--- config.mk ---
export PLATFORM = sky130hd
export DESIGN_NAME = pulse_width_sensor_reader
export DESIGN_NICKNAME = d
export VERILOG_FILES = /design/src/rtl/pwsr_pkg.sv /design/src/rtl/pulse_width_sensor_reader.sv
export SDC_FILE = /design/constraint.sdc
export NUM_CORES = 1
export LEC_CHECK = 0
export BUFFER_PORTS_ARGS = -buffer_cell sky130_fd_sc_hd__buf_2
export CAP_MARGIN = 15
export CORE_MARGIN = 1
export CORE_UTILIZATION = 53
export CTS_CLUSTER_DIAMETER = 40
export CTS_CLUSTER_SIZE = 30
export DETAILED_ROUTE_END_ITERATION = 8
export GPL_TIMING_DRIVEN = 0
export HOLD_SLACK_MARGIN = 0.02
export PLACE_DENSITY = 0.68
export REMOVE_ABC_BUFFERS = 1
export SLEW_MARGIN = 20
export SYNTH_ARGS = -nofsm -noshare
export SYNTH_HDL_FRONTEND = slang
export SYNTH_SLANG_ARGS = --single-unit
--- constraint.sdc ---
create_clock -name clk_i -period 10.3 [get_ports clk_i]
set_input_delay 1.03 -clock clk_i [delete_from_list [all_inputs] [get_ports clk_i]]
set_output_delay 1.03 -clock clk_i [all_outputs]
set_load 0.02 [all_outputs]
--- src/rtl/pwsr_pkg.sv ---
// Package for the pulse width sensor reader.
// Holds the transaction payload types, phase codes, register indexes and constants.
// No dependencies.
package pwsr_pkg;

  localparam int unsigned HoldWidth    = 20;
  localparam int unsigned StartWidth   = 16;
  localparam int unsigned TimeoutWidth = 22;
  localparam int unsigned CfgDataWidth = 22;
  localparam int unsigned CfgIdxWidth  = 2;
  localparam int unsigned FrameBits    = 40;
  localparam int unsigned BitIdxWidth  = 6;
  localparam int unsigned DurWidth     = TimeoutWidth + 1;

  localparam logic [HoldWidth-1:0]    HoldReset    = 20'd500000;
  localparam logic [StartWidth-1:0]   StartReset   = 16'd20000;
  localparam logic [TimeoutWidth-1:0] TimeoutReset = 22'd3200000;

  typedef enum logic [CfgIdxWidth-1:0] {
    CfgHoldHigh = 2'd0,
    CfgStartLow = 2'd1,
    CfgTimeout  = 2'd2
  } cfg_idx_e;

  typedef enum logic [1:0] {
    StatOk       = 2'd0,
    StatTimeout  = 2'd1,
    StatChecksum = 2'd2
  } status_e;

  typedef enum logic [7:0] {
    PhIdle     = 8'b0000_0001,
    PhHold     = 8'b0000_0010,
    PhStart    = 8'b0000_0100,
    PhWaitLow  = 8'b0000_1000,
    PhHsLow    = 8'b0001_0000,
    PhHsHigh   = 8'b0010_0000,
    PhDataLow  = 8'b0100_0000,
    PhDataHigh = 8'b1000_0000
  } phase_e;

  typedef struct packed {
    logic pin_level;
    logic start_req;
  } in_t;

  typedef struct packed {
    logic       drive_enable;
    logic       drive_level;
    logic       busy_res;
    logic       result_valid;
    logic [7:0] humidity;
    logic [1:0] status;
  } out_t;

endpackage

--- src/rtl/pulse_width_sensor_reader.sv ---
// Top level of the pulse width sensor reader: phase machine, pulse timing and frame check.
// Depends on pwsr_pkg.
//
// Usage: one input transaction is sent per microsecond tick, carrying the sampled
// data pin level and a start request. Each accepted transaction yields exactly one
// output transaction carrying the pin drive controls, the busy flag and, on the tick
// a reading ends, the humidity byte and a status (ok, handshake timeout, checksum).
// A start request is taken only while idle. The configuration port writes the hold
// time, the start pulse length and the wait timeout; the user must write it while idle,
// which the block does not enforce. A transaction's result appears in the output register
// on the cycle after acceptance. Throughput is one transaction per cycle while the
// receiver takes each result, set by the single state update before the output register.
// When the receiver stalls, the finished result waits in the output register and
// input ready drops, so the reading freezes and no pin sample is lost.
// Reset puts the reader idle with counters and frame cleared, restores the register
// defaults and empties the output register.
module pulse_width_sensor_reader (
  input  logic                                clk_i,
  input  logic                                rst_ni,
  input  logic                                in_valid_i,
  output logic                                in_ready_o,
  input  pwsr_pkg::in_t                       in_data_i,
  output logic                                out_valid_o,
  input  logic                                out_ready_i,
  output pwsr_pkg::out_t                      out_data_o,
  input  logic                                cfg_we_i,
  input  logic [pwsr_pkg::CfgIdxWidth-1:0]    cfg_idx_i,
  input  logic [pwsr_pkg::CfgDataWidth-1:0]   cfg_data_i
);
  import pwsr_pkg::*;

  logic [HoldWidth-1:0]    hold_q;
  logic [StartWidth-1:0]   start_q;
  logic [TimeoutWidth-1:0] timeout_q;

  phase_e                  phase_q, phase_d;
  logic [TimeoutWidth-1:0] tick_q, tick_d;
  logic signed [DurWidth-1:0] low_q, low_d;
  logic [BitIdxWidth-1:0]  bidx_q, bidx_d;
  logic [FrameBits-1:0]    frame_q, frame_d;

  logic                    out_valid_q;
  out_t                    out_q, res;

  logic                    in_fire;
  logic [TimeoutWidth-1:0] tick_inc;
  logic                    wait_lvl;
  logic                    changed;
  logic                    tmo;
  logic signed [DurWidth-1:0] wait_dur;
  logic                    new_bit;
  logic [FrameBits-1:0]    frame_new;
  logic [BitIdxWidth-1:0]  bidx_new;
  logic [7:0]              csum;

  assign in_ready_o  = !out_valid_q || out_ready_i;
  assign in_fire     = in_valid_i && in_ready_o;
  assign out_valid_o = out_valid_q;
  assign out_data_o  = out_q;

  always_ff @(posedge clk_i or negedge rst_ni) begin
    if (!rst_ni) begin
      hold_q    <= HoldReset;
      start_q   <= StartReset;
      timeout_q <= TimeoutReset;
    end else if (cfg_we_i) begin
      unique case (cfg_idx_i)
        CfgHoldHigh: hold_q    <= cfg_data_i[HoldWidth-1:0];
        CfgStartLow: start_q   <= cfg_data_i[StartWidth-1:0];
        CfgTimeout:  timeout_q <= cfg_data_i[TimeoutWidth-1:0];
        default: ;
      endcase
    end
  end

  assign tick_inc = tick_q + TimeoutWidth'(1);
  assign wait_lvl = (phase_q == PhWaitLow) || (phase_q == PhHsHigh) ||
                    (phase_q == PhDataHigh);
  assign changed  = in_data_i.pin_level != wait_lvl;
  assign tmo      = !changed && (tick_q >= timeout_q);
  assign wait_dur = tmo ? '1 : $signed({1'b0, tick_q});
  assign new_bit  = wait_dur > low_q;
  assign frame_new = {frame_q[FrameBits-2:0], new_bit};
  assign bidx_new = bidx_q + BitIdxWidth'(1);
  assign csum     = frame_new[39:32] + frame_new[31:24] + frame_new[23:16] +
                    frame_new[15:8];

  always_comb begin
    phase_d = phase_q;
    tick_d  = tick_q;
    low_d   = low_q;
    bidx_d  = bidx_q;
    frame_d = frame_q;
    res              = '0;
    res.drive_enable = (phase_q == PhHold) || (phase_q == PhStart);
    res.drive_level  = phase_q == PhHold;
    res.busy_res     = phase_q != PhIdle;
    unique case (phase_q)
      PhIdle: begin
        if (in_data_i.start_req) begin
          phase_d = PhHold;
          tick_d  = '0;
          bidx_d  = '0;
          frame_d = '0;
          low_d   = '0;
        end
      end
      PhHold: begin
        tick_d = tick_inc;
        if (tick_inc >= {2'b0, hold_q}) begin
          phase_d = PhStart;
          tick_d  = '0;
        end
      end
      PhStart: begin
        tick_d = tick_inc;
        if (tick_inc >= {6'b0, start_q}) begin
          phase_d = PhWaitLow;
          tick_d  = '0;
        end
      end
      PhWaitLow: begin
        if (changed || tmo) begin
          phase_d = PhHsLow;
          tick_d  = '0;
        end else begin
          tick_d = tick_inc;
        end
      end
      PhHsLow, PhHsHigh: begin
        if (tmo) begin
          res.result_valid = 1'b1;
          res.status       = StatTimeout;
          phase_d          = PhIdle;
          tick_d           = '0;
        end else if (changed) begin
          phase_d = (phase_q == PhHsLow) ? PhHsHigh : PhDataLow;
          tick_d  = '0;
          bidx_d  = '0;
        end else begin
          tick_d = tick_inc;
        end
      end
      PhDataLow: begin
        if (changed || tmo) begin
          low_d   = wait_dur;
          phase_d = PhDataHigh;
          tick_d  = '0;
        end else begin
          tick_d = tick_inc;
        end
      end
      PhDataHigh: begin
        if (changed || tmo) begin
          frame_d = frame_new;
          bidx_d  = bidx_new;
          tick_d  = '0;
          if (bidx_new >= BitIdxWidth'(FrameBits)) begin
            res.result_valid = 1'b1;
            if (csum == frame_new[7:0]) begin
              res.humidity = frame_new[39:32];
              res.status   = StatOk;
            end else begin
              res.status = StatChecksum;
            end
            phase_d = PhIdle;
          end else begin
            phase_d = PhDataLow;
          end
        end else begin
          tick_d = tick_inc;
        end
      end
      default: begin
        phase_d = PhIdle;
        tick_d  = '0;
      end
    endcase
  end

  always_ff @(posedge clk_i or negedge rst_ni) begin
    if (!rst_ni) begin
      phase_q     <= PhIdle;
      tick_q      <= '0;
      low_q       <= '0;
      bidx_q      <= '0;
      frame_q     <= '0;
      out_valid_q <= 1'b0;
    end else begin
      if (in_fire) begin
        phase_q <= phase_d;
        tick_q  <= tick_d;
        low_q   <= low_d;
        bidx_q  <= bidx_d;
        frame_q <= frame_d;
      end
      if (in_ready_o) begin
        out_valid_q <= in_valid_i;
      end
    end
  end

  always_ff @(posedge clk_i) begin
    if (in_fire) begin
      out_q <= res;
    end
  end

`ifndef NO_ASSERTIONS
  a_start_enters_hold: assert property (@(posedge clk_i) disable iff (!rst_ni)
    in_fire && phase_q == PhIdle && in_data_i.start_req |=> phase_q == PhHold)
    else $error("Accepted start request did not enter the hold phase.");

  a_done_means_idle: assert property (@(posedge clk_i) disable iff (!rst_ni)
    out_valid_o && out_data_o.result_valid |-> phase_q == PhIdle)
    else $error("Finished reading left the reader outside the idle phase.");

  a_bit_index_bound: assert property (@(posedge clk_i) disable iff (!rst_ni)
    bidx_q <= BitIdxWidth'(FrameBits))
    else $error("Bit index ran past the frame length.");

  a_stall_freezes: assert property (@(posedge clk_i) disable iff (!rst_ni)
    out_valid_o && !out_ready_i |=> $stable(phase_q) && $stable(tick_q))
    else $error("Reader state advanced while the output was stalled.");
`endif

endmodule

==> summary.md, run 1 <==
| Metric | Value |
|---|---|
| Sw frac | `0.348` |
| Maximum operating frequency | `187 MHz` |
| Iter 0 DRT Violations | `536` |
| Unrepaired setup endpoints after global routing | `no` |
| Final period utilization | `0.520` |
| Cell at the root of the clock tree | `sky130_fd_sc_hd__clkbuf_16` |
| DR top layer | `met4` |
| Worst EP arrival | `5.51 ns` |
| CTS tree | `yes` |
| Clock period minus worst slack | `5.36 ns` |
| Largest net degree at the start of global routing | `86` |
| RD Place Congestion | `0.803` |
| Post-route antenna net violation count | `0` |
| Maximum clock skew at final layout | `0.0106 ns` |
| Sequential fraction of design power | `0.398` |
| Clock H-tree levels | `4` |
| Post-cts gate resize count | `0` |
| Required time of the worst setup path | `10.45 ns` |
| Asr flop ratio synth | `0.918` |
| Met2 wire len | `10,200 um` |
| Initial cell density of the core | `0.547` |
| DR pass1 iterations | `5` |
| Number of filler cells placed in the layout | `1,636` |
| Synth unique cells | `69` |
| Crit-path max FO | `19` |
| Slowest cell on the critical path | `sky130_fd_sc_hd__a22oi_1` |
| Worst slew slack as a fraction of its limit | `0.355` |
| Antenna Cells | `0` |
| Via Count | `7,689` |
| Max Transition Viols Final | `0` |
| Clock latency on the worst-skew pair | `0.44 ns` |
| Worst vdd ir | `146 uV` |
| Average detailed-routed wire length per instance | `16.2 um` |
| Sequential area share after synthesis | `0.423` |
| Total I/O pin count | `47` |
| Number of cells on the worst hold path | `2` |
| Worst setup path start | `timeout_q[21]` |
| Design internal power | `1.48 mW` |
| Die boundary height | `142 um` |
| Setup crit end kind | `flop` |
| Number of standard cells after synthesis | `1,082` |
| Remaining DRCs | `0` |
| Commonest cells in the synthesized netlist | `sky130_fd_sc_hd__nand2_1, sky130_fd_sc_hd__dfrtp_1, sky130_fd_sc_hd__o21ai_0` |
| Number of cells after detailed placement | `1,348` |
| Most used standard cell by instance count after synthesis | `sky130_fd_sc_hd__nand2_1` |
| Post-CTS setup repair buffer count | `0` |
| Largest incremental delay on the critical path | `0.59 ns` |
| Max-cap violation count | `0` |
| Number of buffer and inverter instances along the worst setup path | `2` |
| Leakage | `5.40 nW` |
| Port Buffers | `46` |
| Transition time of the tightest slew-check pin | `0.965 ns` |
| Endpoints failing setup | `0` |
| Met1 Routed Length | `11,200 um` |
| Standard cell core area | `0.0189 sq mm` |
| Wire length on met3 | `731 um` |
| Area taken by multi-input logic gates | `0.00545 sq mm` |
| Critical path class | `reg -> reg` |
| Yosys warning count | `0` |
| Number of antenna violations at the first check in global routing | `0` |
| Combinational group share of total power | `0.321` |
| Half-perimeter wire length after placement | `16,300 um` |
| Run status | `finished clean` |
| Critical path startpoint category | `flop` |
| Cell type with the highest aggregate area in the netlist | `sky130_fd_sc_hd__dfrtp_1` |
| Cells traversed along the worst timing path | `inv_1 > ha_1 > and4_1 > a311oi_1 > o21ai_0 > a22oi_1 > a21oi_2 > buf_6 > or2_2 > ha_1 > nand4_1 > nor2_1 > nand2_1 > or3_1 > o31ai_1 > mux2_2 > xor2_1 > a21boi_0` |
| Most used cell, CP | `sky130_fd_sc_hd__ha_1` |
| Post-CTS Hold Fix Bufs | `0` |
| Largest delay share family, worst path | `compound AO/OA/AOI/OAI gates` |
| Switching component of the power | `0.788 mW` |
| End point of the most critical hold path | `low_q[0]` |
| Fraction of power consumed by the clock network | `0.281` |
| FF-to-FF path depth | `18` |
| Top-area cell type share of the netlist area | `0.334` |
| Drt via density | `5.57` |
| Ratio of cells with drive above 1 in the final layout | `0.166` |
| Num CTS Buffers | `17` |
| First-pass GRT wire length | `38,300 um` |
| Clk slew on worst S/H paths | `0.06 ns` |
| Die outline width | `142 um` |
| Top_reg_cell synth | `sky130_fd_sc_hd__dfrtp_1` |
| Number of register bits inferred by synthesis | `171` |
| Footprint of the flip-flops and latches | `0.00437 sq mm` |
| Growth of design area from synthesis to finish | `10.8%` |
| Top post-synthesis cells by area | `sky130_fd_sc_hd__dfrtp_1, sky130_fd_sc_hd__ha_1, sky130_fd_sc_hd__nand2_1` |
| Setup TNS Final | `0 ns` |
| Fin cells | `1,380` |
| Final-stage net count | `1,243` |
| Clock buffer depth | `2` |
| Combined area of all synthesized cells | `0.0103 sq mm` |
| PwrDens | `198 mW/mm^2` |
| Worst min-delay path startpoint | `low_q[0]` |
| GRT overflow | `0` |
| Worst flop-to-flop path endpoint | `out_data_o[1]` |
| Final hold violations | `0` |
| Number of global-route vias before repair | `7,576` |
| Number of placement rows | `50` |
| Area of the die | `0.0201 sq mm` |
| Mean Syn Cell Area | `9.55 sq um` |
| Hold Path Class | `reg -> reg` |
| Post-synth EDFFs | `14` |
| GRT Overall Usage | `0.243` |
| Worst-case register-to-register setup slack | `4.94 ns` |
| Startpoint of the most critical register-to-register path | `timeout_q[21]` |
| Total wire length | `22,400 um` |
| Clock sink total | `171` |
==> placed cells by master (no fill, tap or decap), types with 26 or more instances in the layout <==
master	instances
sky130_fd_sc_hd__nor2_1	31
sky130_fd_sc_hd__nand3_1	29
sky130_fd_sc_hd__buf_2	45
sky130_fd_sc_hd__ha_1	91
sky130_fd_sc_hd__o21ai_0	106
sky130_fd_sc_hd__inv_1	88
sky130_fd_sc_hd__dfrtp_1	138
sky130_fd_sc_hd__a21oi_1	38
sky130_fd_sc_hd__mux2_2	40
sky130_fd_sc_hd__xnor2_1	26
sky130_fd_sc_hd__nand2_1	174
==> kinds of logic after synthesis <==
| family | count (synthesis) | share of synthesized area |
|---|---|---|
| multiplexers | 45 | 0.0499 |
| XOR/XNOR | 43 | 0.0372 |
| flip-flops | 171 | 0.423 |
| AO/OA/AOI/OAI | 236 | 0.137 |
| adder cells (fa/ha/maj) | 105 | 0.137 |
| AND/OR/NAND/NOR | 343 | 0.162 |
| buffers and inverters | 139 | 0.0530 |
==> per-stage QoR <==
step / area (sq um) / utilization / hold slack, ns / power, mW / setup slack (ns)
after floorplan: 10100 / - / 0.455 / 1.42 / 5.60
after global placement: 10700 / 0.565 / 0.467 / 1.59 / 4.13
after detailed placement: 10900 / 0.575 / 0.481 / 1.63 / 5.05
after CTS: 11400 / 0.606 / 0.496 / 2.27 / 4.95
after global routing: 11400 / 0.606 / 0.523 / 2.42 / 4.58
final: 11400 / 0.606 / 0.494 / 2.26 / 4.94
==> how the worst max path moves through the flow <==
stage | to | slack [ns] | cells past startpoint
6_report | out_data_o[1] | 4.94 | 18
5_1_grt | out_data_o[1] | 4.58 | 18
4_1_cts | out_data_o[1] | 4.95 | 18
3_5_place_dp | out_data_o[1] | 5.05 | 18
3_3_place_gp | frame_q[12] | 4.13 | 9
2_1_floorplan | frame_q[10] | 5.60 | 8
==> power groups by stage <==
stage	Combinational [mW]	Sequential, mW	Clock, mW
floorplan	0.522	0.894	0
finish	0.727	0.900	0.637
detailed placement	0.718	0.912	0
global route	0.827	0.918	0.671
CTS	0.724	0.900	0.648
global placement	0.680	0.907	0
==> final cells by class <==
cell class / count / share of cell area
Timing Repair Buffer: 56 / 0.0341
Tap cell: 260 / 0.0284
Clock buffer: 22 / 0.0400
Sequential cell: 171 / 0.382
Multi-Input combinational cell: 772 / 0.476
Clock inverter: 10 / 0.0105
Inverter: 89 / 0.0292
==> flip-flops by register name, summed over array words and instances (netlist names) <==
| register | cells |
|---|---|
| hold_q | 20 |
| start_q | 16 |
| out_valid_o | 1 |
| low_q | 23 |
| frame_q | 39 |
| out_data_o | 14 |
| phase_q | 8 |
| timeout_q | 22 |
| bidx_q | 6 |
| tick_q | 22 |
==> per-layer routing <==
metal,up-vias,global-route usage
met5,-,0
met4,0,0.0713
met3,20,0.0341
met2,135,0.371
met1,3701,0.360
li1,3833,-
==> tightest hold or removal path, delay by kind of cell, from the launching register on <==
kind            cells  cell delay, ns
flops               1            0.35
simple gates        1            0.05
compound gates      1            0.06
Power figures use the tool's default switching activity.
==> inputs of run 2 (changes only) <==
==> constraint.sdc (replaced) <==
create_clock -name clk_i -period 5.6 [get_ports clk_i]
set_input_delay 0.56 -clock clk_i [delete_from_list [all_inputs] [get_ports clk_i]]
set_output_delay 0.56 -clock clk_i [all_outputs]
set_load 0.02 [all_outputs]
==> summary.md, run 2 (synthesized netlist as in run 1, its figures left out) <==
| Metric | Value |
|---|---|
| Number of buffer and inverter instances along the worst setup path | `2` |
| Setup crit end kind | `flop` |
| Initial cell density of the core | `0.547` |
| Endpoints failing setup | `0` |
| Startpoint of the most critical register-to-register path | `timeout_q[21]` |
| Most used cell, CP | `sky130_fd_sc_hd__ha_1` |
| Top library cells by usage in the layout, fill and taps aside | `sky130_fd_sc_hd__nand2_1, sky130_fd_sc_hd__dfrtp_1, sky130_fd_sc_hd__o21ai_0` |
| Total I/O pin count | `47` |
| Transition time of the tightest slew-check pin | `0.960 ns` |
| Switching component of the power | `1.45 mW` |
| Largest incremental delay on the critical path | `0.53 ns` |
| Largest registers ranked by flip-flop count | `frame_q x39, low_q x23` |
| Fraction of power consumed by the clock network | `0.281` |
| Cell at the root of the clock tree | `sky130_fd_sc_hd__clkbuf_16` |
| Worst EP arrival | `5.32 ns` |
| Final hold violations | `0` |
| Run status | `finished clean` |
| RD Place Congestion | `0.803` |
| Worst vdd ir | `270 uV` |
| Drt via density | `5.56` |
| Critical Path Sink | `out_data_o[1]` |
| Critical path startpoint category | `flop` |
| Post-route antenna net violation count | `0` |
| Sequential fraction of design power | `0.397` |
| CTS tree | `yes` |
| FF-to-FF path depth | `18` |
| Cells traversed along the worst timing path | `inv_1 > ha_1 > and4_1 > a311oi_1 > o21ai_0 > a22oi_2 > a21oi_2 > buf_6 > or2_2 > ha_1 > nand4_1 > nor2_1 > nand2_1 > or3_1 > o31ai_1 > mux2_2 > xor2_1 > a21boi_0` |
| Clk slew on worst S/H paths | `0.06 ns` |
| Clock buffer depth | `2` |
| Area of the die | `0.0201 sq mm` |
| Worst Hold Margin | `0.0785 ns` |
| Standard cell core area | `0.0189 sq mm` |
| Number of antenna violations at the first check in global routing | `0` |
| Largest net degree at the start of global routing | `86` |
| Die outline width | `142 um` |
| Antenna Cells | `0` |
| Clock H-tree levels | `4` |
| Iter 0 DRT Violations | `530` |
| GRT Overall Usage | `0.243` |
| Worst flop-to-flop path endpoint | `out_data_o[1]` |
| Slowest cell on the critical path | `sky130_fd_sc_hd__dfstp_2` |
| Post-Layout Inst Area | `0.0115 sq mm` |
| Sw frac | `0.348` |
| Number of flip-flops in the largest register | `39` |
| Ratio of cells with drive above 1 in the final layout | `0.167` |
| Instance count on the critical path | `18` |
| Max-cap violation count | `0` |
| Leakage | `5.40 nW` |
| PwrDens | `364 mW/mm^2` |
| Via Count | `7,672` |
| Largest delay share family, worst path | `compound AO/OA/AOI/OAI gates` |
| DR pass1 iterations | `6` |
| Die boundary height | `142 um` |
| Total wire length | `22,400 um` |
| Placed cell area | `0.0109 sq mm` |
| Unrepaired setup endpoints after global routing | `no` |
| First-pass GRT wire length | `38,300 um` |
| Clock sink total | `171` |
| Average detailed-routed wire length per instance | `16.2 um` |
| Total design power | `4.17 mW` |
| Clock period minus worst slack | `5.17 ns` |
| Maximum clock skew at final layout | `0.0106 ns` |
| Worst slew slack as a fraction of its limit | `0.358` |
| GRT overflow | `0` |
| Post-CTS Hold Fix Bufs | `0` |
| Clock latency on the worst-skew pair | `0.44 ns` |
| Critical path class | `reg -> reg` |
| End-of-flow core utilization | `0.606` |
| Num CTS Buffers | `17` |
| Final-stage net count | `1,243` |
| Crit-path max FO | `19` |
| Worst-case register-to-register setup slack | `0.43 ns` |
| Final period utilization | `0.924` |
| Port Buffers | `46` |
| Most common cell after layout, fill and taps aside | `sky130_fd_sc_hd__nand2_1` |
| Number of placement rows | `50` |
| Max Transition Viols Final | `0` |
| Half-perimeter wire length after placement | `16,300 um` |
| Design internal power | `2.72 mW` |
| Worst setup path start | `timeout_q[21]` |
| Maximum operating frequency | `193 MHz` |
| Remaining DRCs | `0` |
| Hold Path Class | `in -> async` |
| Largest register by flop count | `frame_q` |
| Number of global-route vias before repair | `7,576` |
| Required time of the worst setup path | `5.75 ns` |
| Growth of design area from synthesis to finish | `10.9%` |
| Combinational group share of total power | `0.322` |
[run 2: cell counts in the layout (fill, tap and decap cells not counted)]
No cell type changed its count.
[run 2: layout make-up]
type	instances	area [sq um]
fillers	1635	7440
multi-input cells	772	5450
flip-flops and latches	171	4370
clock buffers	22	458
repair buffers	56	390
inverters	89	334
well taps	260	325
clock inverters	10	120
[run 2: worst register-to-register path: cells and delay by family, from the launching register on]
kind                       cells  cell delay (ns)
adders and majority gates      2             0.65
DFF                            1             0.53
AOI/OAI and AO/OA              6             1.58
muxes                          1             0.27
xor gates and xnor gates       1             0.43
buffers and inverters          2             0.26
and+or+nand+nor                6             1.18
[run 2: worst min path at each step]
stage	from	to	slack, ns
2_1_floorplan	rst_ni	bidx_q[0]	0.26
3_3_place_gp	low_q[0]	low_q[0]	0.47
3_5_place_dp	low_q[0]	low_q[0]	0.48
4_1_cts	rst_ni	low_q[5]	0.11
5_1_grt	rst_ni	low_q[5]	0.12
6_report	rst_ni	low_q[5]	0.08
[run 2: through the flow]
stage / setup TNS [ns] / worst slack (ns) / std cells
finish: 0 / 0.426 / 1380
global placement: -21.71 / -0.573 / 1338
floorplan: 0 / 0.902 / 1032
CTS: 0 / 0.249 / 1380
detailed placement: 0 / 0.346 / 1348
global route: 0 / 0.0726 / 1380
[run 2: layer usage]
metal | part of all wire | global-route usage
met1 | 0.50 | 0.360
met2 | 0.45 | 0.371
met3 | 0.033 | 0.0341
met4 | 0.013 | 0.0713
met5 | 0 | 0
[run 2: power by group through the flow]
| stage | Clock, mW | Combinational (mW) | Sequential, mW |
|---|---|---|---|
| CTS | 1.19 | 1.33 | 1.66 |
| detailed placement | 0 | 1.32 | 1.68 |
| global route | 1.23 | 1.52 | 1.69 |
| floorplan | 0 | 0.961 | 1.64 |
| finish | 1.17 | 1.34 | 1.66 |
| global placement | 0 | 1.25 | 1.67 |
[run 2: what timing repair did]
item	in CTS	in global routing
setup endpoints to repair	0	9
setup buffers	0	0
hold endpoints to repair	0	0
gates resized for setup	0	1
==> inputs of run 3 (changes only) <==
--- a/config.mk
+++ b/config.mk
@@ -14,7 +14,7 @@
 export DETAILED_ROUTE_END_ITERATION = 8
 export GPL_TIMING_DRIVEN = 0
 export HOLD_SLACK_MARGIN = 0.02
-export PLACE_DENSITY = 0.68
+export PLACE_DENSITY = 0.71
 export REMOVE_ABC_BUFFERS = 1
 export SLEW_MARGIN = 20
 export SYNTH_ARGS = -nofsm -noshare
==> constraint.sdc (replaced) <==
create_clock -name clk_i -period 4.68 [get_ports clk_i]
set_input_delay 0.468 -clock clk_i [delete_from_list [all_inputs] [get_ports clk_i]]
set_output_delay 0.468 -clock clk_i [all_outputs]
set_load 0.02 [all_outputs]
==> summary.md, run 3 (synthesized netlist as in run 1, its figures left out) <==
| Metric | Value |
|---|---|
| Post-Layout Inst Area | `0.0118 sq mm` |
| Placed cell area | `0.0109 sq mm` |
| Sw frac | `0.360` |
| Area of the die | `0.0201 sq mm` |
| Fin cells | `1,390` |
| Number of flip-flops in the largest register | `39` |
| GRT overflow | `0` |
| Number of placement rows | `50` |
| Port Buffers | `46` |
| Design internal power | `3.30 mW` |
| Clk slew on worst S/H paths | `0.07 ns` |
| Worst vdd ir | `268 uV` |
| Via Count | `7,908` |
| Top library cells by usage in the layout, fill and taps aside | `sky130_fd_sc_hd__nand2_1, sky130_fd_sc_hd__dfrtp_1, sky130_fd_sc_hd__o21ai_0` |
| FF-to-FF path depth | `17` |
| Number of antenna violations at the first check in global routing | `0` |
| GRT Overall Usage | `0.247` |
| Worst EP arrival | `4.75 ns` |
| Worst flop-to-flop path endpoint | `out_data_o[4]` |
| Largest register by flop count | `frame_q` |
| Average detailed-routed wire length per instance | `17.0 um` |
| Max-cap violation count | `0` |
| Final-stage net count | `1,253` |
| Setup crit end kind | `flop` |
| Num CTS Buffers | `17` |
| Standard cell core area | `0.0189 sq mm` |
| Fraction of power consumed by the clock network | `0.276` |
| Endpoints failing setup | `0` |
| Slowest cell on the critical path | `sky130_fd_sc_hd__dfstp_2` |
| Maximum operating frequency | `219 MHz` |
| Final hold violations | `10` |
| Transition time of the tightest slew-check pin | `0.963 ns` |
| First-pass GRT wire length | `38,900 um` |
| Leakage | `5.50 nW` |
| Number of cells after detailed placement | `1,348` |
| Clock sink total | `171` |
| Total I/O pin count | `47` |
| Largest registers ranked by flip-flop count | `frame_q x39, low_q x23` |
| Final period utilization | `0.974` |
| Post-CTS Hold Fix Bufs | `0` |
| Worst setup path start | `timeout_q[12]` |
| Iter 0 DRT Violations | `603` |
| Clock buffer depth | `2` |
| Largest incremental delay on the critical path | `0.53 ns` |
| Critical Path Sink | `out_data_o[4]` |
| Growth of design area from synthesis to finish | `13.8%` |
| Total wire length | `23,600 um` |
| Required time of the worst setup path | `4.87 ns` |
| Ratio of cells with drive above 1 in the final layout | `0.197` |
| Remaining DRCs | `0` |
| Pre-CTS WS | `-0.472 ns` |
| Violations in the final reports | `hold timing` |
| Startpoint of the most critical register-to-register path | `timeout_q[12]` |
| DR pass1 iterations | `5` |
| PwrDens | `438 mW/mm^2` |
| Initial cell density of the core | `0.547` |
| Combinational group share of total power | `0.339` |
| Total design power | `5.16 mW` |
| Worst-case register-to-register setup slack | `0.12 ns` |
| RD Place Congestion | `0.818` |
| Post-route antenna net violation count | `0` |
| Drt via density | `5.69` |
| Worst Hold Margin | `-0.0150 ns` |
| Clock H-tree levels | `4` |
| Number of global-route vias before repair | `7,718` |
| Sequential fraction of design power | `0.385` |
| Clock latency on the worst-skew pair | `0.44 ns` |
| Die outline width | `142 um` |
| Antenna Cells | `0` |
| Largest net degree at the start of global routing | `87` |
| Run status | `finished with violations` |
| Maximum clock skew at final layout | `0.0158 ns` |
| Clock period minus worst slack | `4.56 ns` |
| Switching component of the power | `1.86 mW` |
| Cells traversed along the worst timing path | `inv_1 > ha_1 > nand2_2 > o21ai_0 > a221o_1 > a311oi_4 > a21oi_4 > buf_4 > or2_2 > ha_1 > a21o_1 > a21oi_1 > o21ai_0 > a211oi_2 > mux2_4 > xor2_4 > and4_1` |
| Most common cell after layout, fill and taps aside | `sky130_fd_sc_hd__nand2_1` |
| Critical path startpoint category | `flop` |
| Worst slew slack as a fraction of its limit | `0.356` |
| Cell at the root of the clock tree | `sky130_fd_sc_hd__clkbuf_16` |
| Half-perimeter wire length after placement | `16,400 um` |
| Crit-path max FO | `6` |
| Max Transition Viols Final | `0` |
| Hold Path Class | `in -> async` |
| Critical path class | `reg -> reg` |
| Die boundary height | `142 um` |
| Final critical-path setup slack | `0.123 ns` |
| CTS tree | `yes` |
run 3: cell types whose count changed in the layout (fill, tap and decap cells not counted), sizes merged:
cell      change
clkinvlp      -1
xor2          +1
inv           +6
clkbuf        -5
buf           +9
run 3: cell type report:
cell class	count	area (sq um)
clock buffers	17	425
clock inverters	15	161
fillers	1578	7130
inverters	89	334
multi-input cells	773	5690
flip-flops and latches	171	4380
well taps	260	325
repair buffers	65	453
run 3: repair_timing:
action	4_1_cts	5_1_grt
endpoints found under the hold margin	0	0
setup endpoints to repair	21	33
pin swaps	3	10
setup buffers	3	4
resized for setup	13	25
cloned	1	2
run 3: power by group through the flow:
stage	combinational (mW)	clock, mW	sequential [mW]
2_1_floorplan	1.15	0	1.97
3_3_place_gp	1.48	0	2.00
3_5_place_dp	1.57	0	2.01
4_1_cts	1.64	1.45	1.98
5_1_grt	1.96	1.50	2.02
6_report	1.75	1.43	1.98
run 3: critical path, delay by kind of cell, from the launching register on:
family                   cells  cell delay, ns
multiplexers                 1            0.40
AO/OA/AOI/OAI                8            1.76
XOR/XNOR                     1            0.19
AND/OR/NAND/NOR              3            0.60
adder cells (fa/ha/maj)      2            0.60
buffers and inverters        2            0.24
flip-flops                   1            0.53
run 3: how the worst min path moves through the flow:
stage | from | cells past startpoint | endpoint
6_report | rst_ni | 1 | low_q[1]
5_1_grt | rst_ni | 1 | low_q[1]
4_1_cts | rst_ni | 1 | low_q[1]
3_5_place_dp | rst_ni | 1 | low_q[1]
3_3_place_gp | low_q[0] | 2 | low_q[0]
2_1_floorplan | rst_ni | 0 | bidx_q[0]
run 3: per-stage QoR:
step                       util  TNS [ns]
after floorplan               -    -0.652
after global placement    0.565    -71.69
after detailed placement  0.575     -4.03
after CTS                 0.611         0
after global routing      0.623   -0.0238
final                     0.623         0
run 3: per-layer routing:
| layer | global-route usage | vias to the layer above | wire (um) |
|---|---|---|---|
| li1 | - | 3860 | - |
| met4 | 0.0809 | 0 | 517 |
| met2 | 0.391 | 175 | 11000 |
| met1 | 0.349 | 3833 | 11100 |
| met3 | 0.0371 | 40 | 995 |
| met5 | 0 | - | 0 |
